**config.mk**
```make
export PLATFORM = sky130hd
export DESIGN_NAME = float_trig_range_reduction_core
export DESIGN_NICKNAME = d
export VERILOG_FILES = /design/src/rtl/ftrr_pkg.sv /design/src/rtl/ftrr_mult.sv /design/src/rtl/ftrr_align.sv /design/src/rtl/ftrr_norm.sv /design/src/rtl/float_trig_range_reduction_core.sv
export SDC_FILE = /design/constraint.sdc
export NUM_CORES = 2
export LEC_CHECK = 0
export ABC_AREA = 1
export BUFFER_PORTS_ARGS = -buffer_cell sky130_fd_sc_hd__buf_4
export CAP_MARGIN = 20
export CELL_PAD_IN_SITES_DETAIL_PLACEMENT = 0
export CELL_PAD_IN_SITES_GLOBAL_PLACEMENT = 1
export CORE_ASPECT_RATIO = 1.2
export CORE_MARGIN = 4
export CORE_UTILIZATION = 49
export DETAILED_ROUTE_END_ITERATION = 8
export PLACE_DENSITY = 0.85
export SYNTH_ARGS = -nofsm -noshare
export SYNTH_HDL_FRONTEND = slang
export SYNTH_HIERARCHICAL = 1
export SYNTH_SLANG_ARGS = --single-unit
```
**constraint.sdc**
```tcl
create_clock -name i_clk -period 10.5 [get_ports i_clk]
set_input_delay 1.05 -clock i_clk [delete_from_list [all_inputs] [get_ports i_clk]]
set_output_delay 1.05 -clock i_clk [all_outputs]
set_load 0.01 [all_outputs]
```
**src/rtl/ftrr_pkg.sv**
```systemverilog
// Shared constants, structs and helper functions for the float trig range reduction core.
package ftrr_pkg;

    // Fixed-point 2/pi, 80 bits held as two 40-bit halves.
    localparam logic [39:0] TWO_OVER_PI_LO = 40'h441529fc27;
    localparam logic [39:0] TWO_OVER_PI_HI = 40'ha2f9836e4e;

    // Limits on twice the input bit pattern.
    localparam logic [31:0] SPECIAL_LOW  = 32'h78921fb6;
    localparam logic [31:0] SPECIAL_HIGH = 32'h9d000000;
    localparam logic [31:0] MERGE_LIMIT  = 32'h8b400000;

    // Exponent offset that turns the binary32 exponent into the product alignment.
    localparam logic [8:0] EXP_BIAS_SHIFT = 9'd150;

    // Low fraction bits that are truncated away.
    localparam int FRAC_DROP_BITS = 10;

    // Binary64 exponent field for a magnitude whose top set bit is bit 63.
    localparam logic [10:0] DBL_EXP_TOP = 11'd1022;

    // Aligned product and control after the multiply stages.
    typedef struct packed {
        logic [63:0] p1;
        logic [39:0] p0_lo;
        logic [5:0]  sh;
        logic [5:0]  lsh;
        logic        merge;
        logic        special;
    } t_prod;

    // Signed fraction split into sign and magnitude, with the count.
    typedef struct packed {
        logic [63:0] mag;
        logic        neg;
        logic [31:0] count;
        logic        special;
    } t_frac;

    // Leading zero count of one byte; eight for an all-zero byte.
    function automatic logic [3:0] lzc8(input logic [7:0] b);
        logic [3:0] cnt;
        logic       found;
        cnt   = 4'd8;
        found = 1'b0;
        for (int k = 7; k >= 0; k--) begin
            if (!found && b[k]) begin
                cnt   = 4'(7 - k);
                found = 1'b1;
            end
        end
        return cnt;
    endfunction

endpackage

```
**src/rtl/ftrr_mult.sv**
```systemverilog
// Decode and two-stage significand by 2/pi multiply of the range reduction pipeline.
module ftrr_mult
    import ftrr_pkg::*;
(
    input  logic        i_clk,
    input  logic        i_rst_n,
    input  logic        i_valid,
    input  logic [31:0] i_float_bits,
    output logic        o_up_ready,
    input  logic        i_down_ready,
    output logic        o_valid,
    output t_prod       o_prod
);

    logic        r_v1;
    logic [63:0] r_p0;
    logic [63:0] r_phi;
    logic [5:0]  r_sh;
    logic [5:0]  r_lsh;
    logic        r_merge;
    logic        r_special;
    logic        r_v2;
    t_prod       r_prod;

    logic [31:0] twice;
    logic [7:0]  expo;
    logic [23:0] sig;
    logic [63:0] n_p0;
    logic [63:0] n_phi;
    logic        ready1;
    logic        ready2;

    // Ready chain lets bubbles fill while the output side stalls.
    assign ready2     = !r_v2 || i_down_ready;
    assign ready1     = !r_v1 || ready2;
    assign o_up_ready = ready1;

    // Field decode and the two partial products.
    assign twice = {i_float_bits[30:0], 1'b0};
    assign expo  = i_float_bits[30:23];
    assign sig   = {1'b1, i_float_bits[22:0]};
    assign n_p0  = sig * TWO_OVER_PI_LO;
    assign n_phi = sig * TWO_OVER_PI_HI;

    // Stage one: products and shift amounts.
    always_ff @(posedge i_clk) begin
        if (!i_rst_n) begin
            r_v1 <= 1'b0;
        end else if (ready1) begin
            r_v1 <= i_valid;
        end
        if (ready1 && i_valid) begin
            r_p0      <= n_p0;
            r_phi     <= n_phi;
            r_sh      <= 6'(EXP_BIAS_SHIFT + 9'd33 - {1'b0, expo});
            r_lsh     <= 6'({1'b0, expo} + 9'd31 - EXP_BIAS_SHIFT);
            r_merge   <= twice > MERGE_LIMIT;
            r_special <= (twice < SPECIAL_LOW) || (twice >= SPECIAL_HIGH);
        end
    end

    // Stage two: fold the high part of the low product into the high product.
    always_ff @(posedge i_clk) begin
        if (!i_rst_n) begin
            r_v2 <= 1'b0;
        end else if (ready2) begin
            r_v2 <= r_v1;
        end
        if (ready2 && r_v1) begin
            r_prod.p1      <= r_phi + {40'd0, r_p0[63:40]};
            r_prod.p0_lo   <= r_p0[39:0];
            r_prod.sh      <= r_sh;
            r_prod.lsh     <= r_lsh;
            r_prod.merge   <= r_merge;
            r_prod.special <= r_special;
        end
    end

    assign o_valid = r_v2;
    assign o_prod  = r_prod;

endmodule

```
**src/rtl/ftrr_align.sv**
```systemverilog
// Exponent alignment, count rounding and sign split of the range reduction pipeline.
module ftrr_align
    import ftrr_pkg::*;
(
    input  logic  i_clk,
    input  logic  i_rst_n,
    input  logic  i_valid,
    input  t_prod i_prod,
    output logic  o_up_ready,
    input  logic  i_down_ready,
    output logic  o_valid,
    output t_frac o_frac
);

    logic        r_v3;
    logic [63:0] r_a;
    logic [31:0] r_n;
    logic        r_special;
    logic        r_v4;
    t_frac       r_frac;

    logic [63:0] low_part;
    logic [63:0] n_a;
    logic [31:0] n_n;
    logic        ready3;
    logic        ready4;

    assign ready4     = !r_v4 || i_down_ready;
    assign ready3     = !r_v3 || ready4;
    assign o_up_ready = ready3;

    // Split the product at the binary point and merge the extra low bits.
    always_comb begin
        low_part = {i_prod.p0_lo, 24'd0} >> i_prod.sh;
        n_a      = (i_prod.p1 << i_prod.lsh) | (i_prod.merge ? low_part : 64'd0);
        n_n      = 32'(i_prod.p1 >> i_prod.sh) + {31'd0, n_a[63]};
        n_a[FRAC_DROP_BITS-1:0] = '0;
    end

    // Stage three: count and truncated signed fraction.
    always_ff @(posedge i_clk) begin
        if (!i_rst_n) begin
            r_v3 <= 1'b0;
        end else if (ready3) begin
            r_v3 <= i_valid;
        end
        if (ready3 && i_valid) begin
            r_a       <= n_a;
            r_n       <= n_n;
            r_special <= i_prod.special;
        end
    end

    // Stage four: sign and magnitude of the fraction.
    always_ff @(posedge i_clk) begin
        if (!i_rst_n) begin
            r_v4 <= 1'b0;
        end else if (ready4) begin
            r_v4 <= r_v3;
        end
        if (ready4 && r_v3) begin
            r_frac.mag     <= r_a[63] ? (64'd0 - r_a) : r_a;
            r_frac.neg     <= r_a[63];
            r_frac.count   <= r_n;
            r_frac.special <= r_special;
        end
    end

    assign o_valid = r_v4;
    assign o_frac  = r_frac;

endmodule

```
**src/rtl/ftrr_norm.sv**
```systemverilog
// Leading zero search, normalization and binary64 packing of the range reduction pipeline.
module ftrr_norm
    import ftrr_pkg::*;
(
    input  logic        i_clk,
    input  logic        i_rst_n,
    input  logic        i_valid,
    input  t_frac       i_frac,
    output logic        o_up_ready,
    input  logic        i_down_ready,
    output logic        o_valid,
    output logic        o_special,
    output logic [31:0] o_count,
    output logic [63:0] o_double
);

    logic        r_v5;
    t_frac       r_frac;
    logic [5:0]  r_lz;
    logic        r_zero;
    logic        r_v6;
    logic        r_special;
    logic [31:0] r_count;
    logic [63:0] r_double;

    logic [3:0]  byte_lz [8];
    logic [5:0]  n_lz;
    logic        n_zero;
    logic [63:0] shifted;
    logic        ready5;
    logic        ready6;

    assign ready6     = !r_v6 || i_down_ready;
    assign ready5     = !r_v5 || ready6;
    assign o_up_ready = ready5;

    // Per-byte leading zeros, then the first nonzero byte from the top.
    always_comb begin
        for (int b = 0; b < 8; b++) begin
            byte_lz[b] = lzc8(i_frac.mag[8*b +: 8]);
        end
        n_lz   = 6'd0;
        n_zero = 1'b1;
        for (int b = 7; b >= 0; b--) begin
            if (n_zero && !byte_lz[b][3]) begin
                n_lz   = 6'(8 * (7 - b)) + {3'd0, byte_lz[b][2:0]};
                n_zero = 1'b0;
            end
        end
    end

    // Stage five: leading zero count.
    always_ff @(posedge i_clk) begin
        if (!i_rst_n) begin
            r_v5 <= 1'b0;
        end else if (ready5) begin
            r_v5 <= i_valid;
        end
        if (ready5 && i_valid) begin
            r_frac <= i_frac;
            r_lz   <= n_lz;
            r_zero <= n_zero;
        end
    end

    assign shifted = r_frac.mag << r_lz;

    // Stage six: normalized binary64 and zeroing for special inputs.
    always_ff @(posedge i_clk) begin
        if (!i_rst_n) begin
            r_v6 <= 1'b0;
        end else if (ready6) begin
            r_v6 <= r_v5;
        end
        if (ready6 && r_v5) begin
            r_special <= r_frac.special;
            r_count   <= r_frac.special ? 32'd0 : r_frac.count;
            if (r_frac.special || r_zero) begin
                r_double <= 64'd0;
            end else begin
                r_double <= {r_frac.neg, DBL_EXP_TOP - {5'd0, r_lz}, shifted[62:11]};
            end
        end
    end

    assign o_valid   = r_v6;
    assign o_special = r_special;
    assign o_count   = r_count;
    assign o_double  = r_double;

endmodule

```
**src/rtl/float_trig_range_reduction_core.sv**
```systemverilog
// Top level of the binary32 by 2/pi range reduction pipeline.
//
// Input channel: i_valid, i_float_bits, o_stall. A beat is taken at a rising
// edge with i_valid high and o_stall low. Output channel: o_valid, o_special,
// o_reduced_count, o_fraction_double, i_stall. A beat is delivered at an edge
// with o_valid high and i_stall low.
// Each beat yields one result: the quadrant count and the fraction as a
// binary64 pattern, or a special flag with zero payload for tiny, huge,
// infinite or NaN magnitudes.
// Throughput is one beat per cycle in the absence of stalls; the six stages
// are the decode and multiply, product fold, exponent alignment, sign split,
// leading zero search and normalize/pack registers.
// Each stage holds its own valid bit. When the receiver stalls, the last
// stage holds its result and earlier stages keep filling empty slots, so
// o_stall rises only when every stage holding a beat is blocked.
// Synchronous active-low reset clears all valid bits; nothing is in flight
// afterward and o_valid is low.
module float_trig_range_reduction_core
    import ftrr_pkg::*;
(
    input  logic               i_clk,
    input  logic               i_rst_n,
    input  logic               i_valid,
    input  logic [31:0]        i_float_bits,
    output logic               o_stall,
    output logic               o_valid,
    output logic               o_special,
    output logic signed [31:0] o_reduced_count,
    output logic [63:0]        o_fraction_double,
    input  logic               i_stall
);

    logic        mult_ready;
    logic        mult_valid;
    t_prod       mult_prod;
    logic        align_ready;
    logic        align_valid;
    t_frac       align_frac;
    logic        norm_ready;
    logic [31:0] norm_count;

    assign o_stall = !mult_ready;

    // Decode and multiply.
    ftrr_mult u_mult (
        .i_clk        (i_clk),
        .i_rst_n      (i_rst_n),
        .i_valid      (i_valid),
        .i_float_bits (i_float_bits),
        .o_up_ready   (mult_ready),
        .i_down_ready (align_ready),
        .o_valid      (mult_valid),
        .o_prod       (mult_prod)
    );

    // Alignment and sign split.
    ftrr_align u_align (
        .i_clk        (i_clk),
        .i_rst_n      (i_rst_n),
        .i_valid      (mult_valid),
        .i_prod       (mult_prod),
        .o_up_ready   (align_ready),
        .i_down_ready (norm_ready),
        .o_valid      (align_valid),
        .o_frac       (align_frac)
    );

    // Normalization and packing.
    ftrr_norm u_norm (
        .i_clk        (i_clk),
        .i_rst_n      (i_rst_n),
        .i_valid      (align_valid),
        .i_frac       (align_frac),
        .o_up_ready   (norm_ready),
        .i_down_ready (!i_stall),
        .o_valid      (o_valid),
        .o_special    (o_special),
        .o_count      (norm_count),
        .o_double     (o_fraction_double)
    );

    assign o_reduced_count = $signed(norm_count);

`ifndef NO_ASSERTIONS
    // A special result carries an all-zero payload.
    a_special_zero: assert property (@(posedge i_clk) disable iff (!i_rst_n)
        (o_valid && o_special) |-> (o_reduced_count == 32'sd0 && o_fraction_double == 64'd0))
        else $error("special result with nonzero payload");

    // A zero exponent field only ever appears for a true zero fraction.
    a_no_subnormal: assert property (@(posedge i_clk) disable iff (!i_rst_n)
        (o_valid && o_fraction_double[62:52] == 11'd0) |-> (o_fraction_double == 64'd0))
        else $error("denormal or negative zero fraction");

    // Reset empties the pipeline.
    a_reset_empty: assert property (@(posedge i_clk)
        !i_rst_n |=> !o_valid)
        else $error("result valid right after reset");
`endif

endmodule

```
==> impl_metrics.ini <==
[run_status]
status = completed

[worst_setup_path]
slowest_stage = ha_1
crit_chain = buf_4, inv_1, ha_1, ha_1, inv_1, fa_1, inv_1, fa_1, fa_1, fa_1, ha_1, ha_1, nand2_1, nor3_1, nand2_1, nor2_1, nand2_1, nand3_1, nand2_1
r2r_start = u_mult/o_prod[8]
end_kind = register
required_ns = 10.94
cp-startpoint = i_float_bits[22]
critical_path_class = primary input to register
timing.reg2reg.setup_slack_ns = 5.60
r2r.worst_path.cells = 19
cp_max_fo = 21
startpoint_type = primary input
r2r-end = u_align/r_n[10]
cpPeakStageDelay_ns = 0.98
worstPathArrival_ns = 7.69

[drt]
avgRoutedWirePerCell_um = 22.5
routed_via_density = 5.39
drtIter0Drc = 4711
drc_errors = 0
vias = 60769
drt-total-wl_mm = 253
ant_nets = 0
dr.pass1.iters = 6

[die]
initial_core_util = 0.494
die_x_um = 355
ios = 135
die_h_um = 425
core_area_sq_um = 143000
die-area_sq_um = 151000
rows = 152

[worst_hold_path]
min-delay-start = u_mult/r_p0[35]
hold_depth = 0
holdPathEnd = u_mult/o_prod[49]
hold_path.class = register to register

[grt]
track_usage = 0.336
grt-ovfl-total = 0
grt_max_degree = 93
grt_pass1_wl_mm = 377
antenna_found_initial = 4
grt_pass1_vias = 60384

[synthesis]
yosysSeqAreaShare = 0.265
synthTopCellsByArea = edfxtp_1, fa_1, nand2_1
yosysWarningCount = 6
syn-cell-area_sq_um = 70900
ys_ff_latch = 627
syn-instance-count = 9295
post_synth_num_cell_types = 73
synth_edf_count = 621
synth_top_area_cell = edfxtp_1
synthArstFlopShare = 0
syn_area_per_cell_sq_um = 7.63
yosysTopAreaCellShare = 0.263
synth-main-ff-cell = edfxtp_1

[cells_and_area]
mostFrequentLayoutCells = nand2_1, inv_1, nand3_1, edfxtp_1, ha_1
fill_cells = 14202
final_common_cell = nand2_1
multi_input_area_sq_um = 44200
drive_above_1_share = 0.0480
regArea_sq_um = 18800
area_growth_syn_to_layout_pct = 6.75
nets = 10483

[clock_tree]
cts_resized = 0
postCtsSetupBuffers = 0
cts_hold_buf = 0
htreeDepth = 3
insertion_delay_ns = 0.68
cts_tree = built
cts_buffers = 66
cts-root-buf = clkbuf_16
clk_path_buf_depth = 3
clk_pin_slew_ns = 0.06
cts_sinks = 627

[timing]
hold_viol_final = 0
slew_violations = 0
rsz0062_at_grt = false
max_slew_margin = 0.310
fin_crit_ns = 7.26
setup_viol = 0
worst_pin_slew_ns = 1.02
finalCritPeriodShare = 0.691
skew_ns = 0.0462
fmax_mhz = 138
fin_tns_setup_ns = 0

[place]
io_buffers = 132
gp_congestion = 1.01
place_hpwl_mm = 214

[run]
maxCapViolations = 0
-- worst max-delay path, delay by kind of cell --
family,cells,cell delay (ns)
adder cells (fa/ha/maj),8,4.32
AND/OR/NAND/NOR,7,1.24
buffers and inverters,4,1.05
-- per-layer routing --
layer,up-vias,GRT usage,routed length (um)
met5,-,0,0
met4,0,0.221,20300
met3,538,0.0327,11500
met2,1801,0.604,128000
met1,29014,0.378,93400
li1,29416,-,-
-- synthesized netlist by cell type, types with 28 or more instances --
library cell,n
nand3b_1,28
nand3_1,834
nor2_2,33
clkbuf_1,97
nand4_1,72
o21ai_1,97
inv_1,1747
nand2_1,2727
nor3_1,60
ha_1,590
buf_2,77
o211ai_1,62
xnor2_1,47
edfxtp_1,621
buf_1,44
or2_2,29
mux2i_1,52
o22ai_1,31
o21ai_0,290
buf_4,32
xor2_1,126
a21oi_1,188
fa_1,569
nor2_1,552
-- cell type report --
cell class,instances,share of cell area
antenna,4,0.000132
timing repair buffer,186,0.0185
sequential,627,0.248
inverter,1769,0.0879
tap,1925,0.0318
multi-input combinational,6638,0.584
clock inverter,43,0.00751
clock buffer,76,0.0226
-- logic make-up (layout without fill, tap and decap cells) --
group / count (synthesis) / count (layout) / synth area share
and+or+nand+nor: 4471 / 4471 / 0.267
buffers and inverters: 2039 / 2074 / 0.113
adders and majority gates: 1159 / 1159 / 0.265
AOI/OAI and AO/OA: 772 / 772 / 0.0615
DFF: 627 / 627 / 0.265
xor gates and xnor gates: 173 / 173 / 0.0214
muxes: 52 / 52 / 0.00734
other: 2 / 15 / 0.000106
-- how the worst max path moves through the flow --
stage,end,slack [ns],depth (start not counted)
floorplan,u_mult/o_prod[0],2.76,7
global route,u_mult/r_phi[57],3.12,22
detailed placement,u_mult/r_phi[56],2.65,21
finish,u_mult/r_phi[57],3.24,19
CTS,u_mult/r_phi[56],3.39,21
global placement,u_mult/r_phi[57],2.71,21
-- flip-flops by register name, indices dropped and copies added, names as in the netlist, 6 cells and up --
signal,count
u_align/o_frac,88
u_norm/r_frac,97
u_mult/r_sh,6
u_mult/r_p0,55
u_align/r_a,54
u_align/r_n,32
u_mult/o_prod,117
u_norm/r_lz,6
u_mult/r_phi,63
u_norm/o_double,61
u_norm/o_count,32
-- through the flow --
step | utilization | setup slack, ns | hold slack (ns) | std cells | area, sq um
2_1_floorplan | - | 2.76 | 0.400 | 9304 | 70900
3_3_place_gp | 0.512 | 2.71 | 0.400 | 11145 | 73400
3_5_place_dp | 0.512 | 2.65 | 0.405 | 11145 | 73400
4_1_cts | 0.528 | 3.39 | 0.416 | 11264 | 75700
5_1_grt | 0.528 | 3.12 | 0.422 | 11264 | 75700
6_report | 0.528 | 3.24 | 0.414 | 11268 | 75700
Power is not shown: default switching activity piles up to over one toggle a cycle in this logic, so the estimate is an artifact.
